**src/sv/sun_avoid_arc_position_assert.svh**
```systemverilog
// Assertion macros shared by the sun avoidance arc position RTL.
// Needs clk and arst_n in the scope where a macro is used.
`ifndef SUN_AVOID_ARC_POSITION_ASSERT_SVH
`define SUN_AVOID_ARC_POSITION_ASSERT_SVH

// The consequent holds in the same cycle as the antecedent.
`define SAP_ASSERT_NOW(label, ante, cons) \
	label: assert property (@(posedge clk) disable iff (!arst_n) (ante) |-> (cons)) \
		else $error("sap assertion failed");

// The consequent holds in the cycle after the antecedent.
`define SAP_ASSERT_NEXT(label, ante, cons) \
	label: assert property (@(posedge clk) disable iff (!arst_n) (ante) |=> (cons)) \
		else $error("sap assertion failed");

`endif

```
**src/sv/sap_pkg.sv**
```systemverilog
// Package for the sun avoidance arc position block: widths, latencies, register
// indices, the side struct, angle constants and the CORDIC arctangent table. Depends on nothing.
`timescale 1ns / 1ps
package sap_pkg;

	localparam int AFB        = 16;
	localparam int TIME_WIDTH = 40;
	localparam int FRAC_BITS  = 24;
	localparam int ITERS      = 30;
	localparam int VEC_GUARD  = 12;
	localparam int ROT_GUARD  = 16;

	localparam int CW    = 44;
	localparam int ZW    = 35;
	localparam int AW    = 37;
	localparam int AZD_W = 27;
	localparam int ELD_W = 25;
	localparam int RW    = CW - ROT_GUARD;
	localparam int NW    = 29;

	localparam int VEC_LAT  = ITERS + 2;
	localparam int DIV_LAT  = FRAC_BITS + 2;
	localparam int ROT_LAT  = ITERS + 2;
	localparam int FRAC_PAD = VEC_LAT - DIV_LAT;
	localparam int SB_LEN   = 1 + VEC_LAT + 4 + ROT_LAT;
	localparam int PIPE_LAT = SB_LEN + 3;

	localparam logic signed [ZW-1:0] PI_Q30      = 35'sd3373259426;
	localparam logic signed [ZW-1:0] HALF_PI_Q30 = 35'sd1686629713;
	localparam logic signed [ZW-1:0] TWO_PI_Q30  = 35'sd6746518852;
	localparam logic [29:0]          GAIN_INV    = 30'd652032874;

	localparam logic signed [AZD_W-1:0] HALF_TURN = AZD_W'(180 * (1 << AFB));
	localparam logic signed [AZD_W-1:0] FULL_TURN = AZD_W'(360 * (1 << AFB));
	localparam logic signed [NW-1:0]    FULL_TURN_N = NW'(360 * (1 << AFB));

	typedef enum logic [2:0] {
		REG_RADIUS,
		REG_ENTRY_AZ,
		REG_ENTRY_EL,
		REG_EXIT_AZ,
		REG_EXIT_EL,
		REG_ENTRY_TIME,
		REG_EXIT_TIME,
		REG_GO_CCW
	} reg_idx_t;

	typedef struct packed {
		logic [24:0]        saz;
		logic signed [23:0] sel;
		logic [24:0]        maz;
		logic [22:0]        mel;
	} side_t;

	function automatic logic signed [ZW-1:0] atan_q30(input int unsigned i);
		logic signed [ZW-1:0] v;
		unique case (i)
			0:  v = 35'sh3243F6A8;
			1:  v = 35'sh1DAC6705;
			2:  v = 35'sh0FADBAFC;
			3:  v = 35'sh07F56EA6;
			4:  v = 35'sh03FEAB76;
			5:  v = 35'sh01FFD55B;
			6:  v = 35'sh00FFFAAA;
			7:  v = 35'sh007FFF55;
			8:  v = 35'sh003FFFEA;
			9:  v = 35'sh001FFFFD;
			10: v = 35'sh000FFFFF;
			11: v = 35'sh0007FFFF;
			12: v = 35'sh0003FFFF;
			13: v = 35'sh0001FFFF;
			14: v = 35'sh0000FFFF;
			15: v = 35'sh00007FFF;
			16: v = 35'sh00003FFF;
			17: v = 35'sh00001FFF;
			18: v = 35'sh00000FFF;
			19: v = 35'sh000007FF;
			20: v = 35'sh000003FF;
			21: v = 35'sh000001FF;
			22: v = 35'sh000000FF;
			23: v = 35'sh0000007F;
			24: v = 35'sh0000003F;
			25: v = 35'sh0000001F;
			26: v = 35'sh0000000F;
			27: v = 35'sh00000008;
			28: v = 35'sh00000004;
			29: v = 35'sh00000002;
			default: v = '0;
		endcase
		return v;
	endfunction

endpackage

```
**src/sv/sap_div.sv**
```systemverilog
// Pipelined restoring divider for the time fraction, 24 quotient bits,
// saturated to 0..1. Depends on sap_pkg.
`timescale 1ns / 1ps
module sap_div (
	input  logic                             clk,
	input  logic                             en,
	input  logic [sap_pkg::TIME_WIDTH-1:0]   n_in,
	input  logic [sap_pkg::TIME_WIDTH-1:0]   d_in,
	input  logic                             nneg,
	input  logic                             dneg,
	output logic [sap_pkg::FRAC_BITS:0]      frac
);
	localparam int TW = sap_pkg::TIME_WIDTH;
	localparam int FB = sap_pkg::FRAC_BITS;

	logic [TW-1:0] r_s [0:FB];
	logic [TW-1:0] d_s [0:FB];
	logic [FB-1:0] q_s [0:FB];
	logic          zero_s [0:FB];
	logic          one_s [0:FB];
	logic [FB:0]   frac_s;

	always_ff @(posedge clk) begin
		if (en) begin
			r_s[0]    <= n_in;
			d_s[0]    <= d_in;
			q_s[0]    <= '0;
			zero_s[0] <= (d_in == '0) || (n_in == '0) || (nneg == dneg);
			one_s[0]  <= n_in >= d_in;
		end
	end

	for (genvar i = 0; i < FB; i++) begin : g_step
		logic [TW:0] r2;
		assign r2 = {r_s[i], 1'b0};
		always_ff @(posedge clk) begin
			if (en) begin
				d_s[i+1]    <= d_s[i];
				zero_s[i+1] <= zero_s[i];
				one_s[i+1]  <= one_s[i];
				if (r2 >= {1'b0, d_s[i]}) begin
					r_s[i+1] <= TW'(r2 - {1'b0, d_s[i]});
					q_s[i+1] <= {q_s[i][FB-2:0], 1'b1};
				end else begin
					r_s[i+1] <= r2[TW-1:0];
					q_s[i+1] <= {q_s[i][FB-2:0], 1'b0};
				end
			end
		end
	end

	always_ff @(posedge clk) begin
		if (en) begin
			if (zero_s[FB]) begin
				frac_s <= '0;
			end else if (one_s[FB]) begin
				frac_s <= {1'b1, {FB{1'b0}}};
			end else begin
				frac_s <= {1'b0, q_s[FB]};
			end
		end
	end

	assign frac = frac_s;
endmodule

```
**config.mk**
```make
export PLATFORM = sky130hd
export DESIGN_NAME = sap_div
export DESIGN_NICKNAME = d
export VERILOG_FILES = /design/src/sv/sun_avoid_arc_position_assert.svh /design/src/sv/sap_pkg.sv /design/src/sv/sap_div.sv
export SDC_FILE = /design/constraint.sdc
export NUM_CORES = 2
export LEC_CHECK = 0
export BUFFER_PORTS_ARGS = -buffer_cell sky130_fd_sc_hd__clkbuf_2
export CAP_MARGIN = 40
export CORE_UTILIZATION = 40
export CTS_CLUSTER_DIAMETER = 120
export CTS_CLUSTER_SIZE = 8
export DETAILED_ROUTE_END_ITERATION = 16
export GPL_TIMING_DRIVEN = 0
export MAX_ROUTING_LAYER = met4
export SLEW_MARGIN = 20
export SYNTH_ARGS = -nofsm -noshare
export SYNTH_HDL_FRONTEND = slang
export SYNTH_SLANG_ARGS = --single-unit
export TNS_END_PERCENT = 50
```
**constraint.sdc**
```tcl
create_clock -name clk -period 5.3 [get_ports clk]
set_input_delay 0.265 -clock clk [delete_from_list [all_inputs] [get_ports clk]]
set_output_delay 0.265 -clock clk [all_outputs]
set_load 0.01 [all_outputs]
```
==> run metrics <==
clock sink count=2295; Worst Max-Slew Pin Slew=909 ps; drt drc=0; Final min period=5090 ps; Post-synth EDFFs=around 2300; Final setup violation count=0; clock tree buffer depth=4; Crit. End Element=register; commonest non-fill, non-tap cells in the layout=edfxtp_1 (2293), inv_1 (1258), ha_1 (999); Worst path slowest cell=o211ai_1; initial antenna violation count=8; Initial Utilization=0.403; routed len/inst=20.7 um; Post-CTS Repair Setup Buffers=0; Global Route Usage Sum=0.212; Mapped Cells=around 12000; Iter 0 DRT Violations=between 7000 and 8000; drt pass-1 iters=8; Required @ worst endpoint=around 6000 ps; Post-DRT Antenna Nets=0; RSZ-0062 raised after global routing=no; final worst slack=between 200 and 250 ps; Die Area=330000 um2; CP peak stage delay=approximately 590 ps; Tcrit/Tclk final=0.961; Worst slew margin=0.388; layout cells sized above 1=0.0783; first-pass GRT wire length=527000 um; Die W=roughly 570 um; Core Region=about 330000 um2; cell area after synthesis=131000 um2; via count=89900; Critical Path Start Type=register; #FFs+latches synth=about 2300; nets@finish=between 10000 and 15000; Remaining Overflow, GRT=0; Hold Path Class=primary input to register; worst endpoint data arrival time=about 5700 ps; DP Wirelength=~270000 um; Syn-to-layout area delta=12.7%; vias in the first global route=87800; sequential share of the synthesized area=0.526; Die Y=574 um; leakage=approximately 60 nW; Post-synth ARST share=0; hold path cells=2; kind of critical path=register to register; commonest non-fill, non-tap cell in the layout=edfxtp_1; # H-tree levels=5; clk slew on worst S/H paths=~50 ps; outcome=finished clean; GP Congestion=~0.94; Worst VDD drop=between 0.0002 and 0.0003 V; Skew-Pair Late Insertion Delay=960 ps; most common flop cell mapped by yosys=edfxtp_1; Yosys cell types=99; pwr dens=just under 600 nW/um2; Ports=roughly 110; routed wire length=348000 um; syn avg cell area=between 10 and 15 um2; TritonCTS clock tree=built; Syn. warnings=0; FMAX=roughly 200 MHz; Root Buffer=clkbuf_16; Fin Setup TNS=0 ps; Synth Net Count=roughly 13000; maxcap violations=0; largest net degree at the start of global routing=96; Util after Layout=0.454; cells along the critical path=ha_1, o21a_1, o31a_1, o21ai_0, nand2b_1, a211oi_2, or3_1, nand4_1, a41oi_1, a21oi_1, o211ai_1, nand3_1, buf_2, mux2_2; Final Hold Viols=0; post-placement setup slack=-59.1 ps; row count=between 200 and 250; TritonCTS Buffers=around 320; cells on worst reg2reg path=14; Slew Viols, Final=0; Clock Skew=between 90 and 100 ps; Vias per Instance=between 5 and 6; IO Port Bufs=roughly 110; crit-path max FO=10
-- synth_stat cells, drive strengths merged (29+ instances only) --
cell type	instances	share of area
nor4	55	0.0027
and2	88	0.0042
o21bai	116	0.0066
ha	999	0.095
and4	37	0.0025
buf	87	0.0039
o21ai	844	0.033
o31ai	68	0.0041
xnor2	474	0.032
or3	29	0.0014
mux2i	30	0.0023
a31oi	105	0.0055
nor3	91	0.0035
a221oi	29	0.0022
or2	32	0.0015
a21oi	978	0.037
edfxtp	2293	0.53
xor2	331	0.022
nand2	843	0.024
nor2	648	0.019
clkbuf	212	0.0061
o211ai	45	0.0026
mux2	276	0.024
a21boi	45	0.0026
a21o	577	0.033
o21a	103	0.0059
nand4	164	0.0078
inv	1259	0.036
and3	84	0.0040
nor2b	138	0.0066
nand3	166	0.0063
nand2b	144	0.0069
a211oi	72	0.0042
-- through the flow --
stage	power [mW]	std cells	hold WS, ps	instance area, um2
finish	87.3	16700	105	148000
global route	93.1	16700	97.2	148000
CTS	87.6	16700	40.0	148000
detailed placement	68.6	16300	405	138000
global placement	69.0	16200	401	137000
floorplan	57.7	11800	364	131000
-- power breakdown --
| part | switching [mW] | internal (mW) |
|---|---|---|
| Sequential | 3.11 | 26.7 |
| Clock | 7.56 | 10.9 |
| Combinational | 22.6 | 16.4 |
-- sequential cells by signal (all words and copies together) (netlist names) --
| signal | flops |
|---|---|
| zero_s | 25 |
| q_s | 300 |
| d_s | 960 |
| r_s | 960 |
| one_s | 25 |
| frac | 25 |
-- critical path, delay by kind of cell (launching register included) --
kind | cells | cell delay [ps]
buffers and inverters | 1 | 310
muxes | 1 | 330
AOI/OAI and AO/OA | 7 | 2310
adders and majority gates | 1 | 520
and+or+nand+nor | 4 | 840
DFF | 1 | 430
-- timing repair --
| action | CTS | global route |
|---|---|---|
| resized for setup | 1 | 15 |
| hold endpoints to repair | 102 | 0 |
| hold buffers | 83 | 0 |
| cloned | 0 | 0 |
| endpoints found under the setup margin | 1 | 119 |
-- path summary, 6_finish.rpt --
kind	slack [ps]	endpoint	start
max	210	r_s[0][117]$_DFFE_PP_	r_s[0][41]$_DFFE_PP_
min	100	d_s[0][1]$_DFFE_PP_	d_in[1]
max reg2reg	210	r_s[0][117]$_DFFE_PP_	r_s[0][41]$_DFFE_PP_
min reg2reg	320	q_s[0][121]$_DFFE_PP_	q_s[0][96]$_DFFE_PP_
-- layer usage --
metal,routed length [um],part of all wire,track usage
met4,12100,0.035,0.0695
met5,0,0,-
met3,15100,0.044,0.0223
met2,169000,0.49,0.358
met1,152000,0.44,0.266
-- area by class of cell --
type,instances,area [um2]
Antenna cell,4,10.0
Buffer,298,1410
Clock buffer,354,8280
Clock inverter,22,433
Fill cell,30000,177000
Inverter,1259,4730
Multi-Input combinational cell,7948,56000
Sequential cell,2295,68900
Tap cell,4325,5410
Timing Repair Buffer,243,2420
-- cell families after synthesis --
kind of cell / after synthesis / synth area share
and+or+nand+nor: 2589 / 0.0947
adders and majority gates: 1022 / 0.0990
DFF: 2295 / 0.526
buffers and inverters: 1558 / 0.0461
AOI/OAI and AO/OA: 3226 / 0.154
muxes: 306 / 0.0260
xor gates and xnor gates: 805 / 0.0538
(Power assumes the default switching activity.)
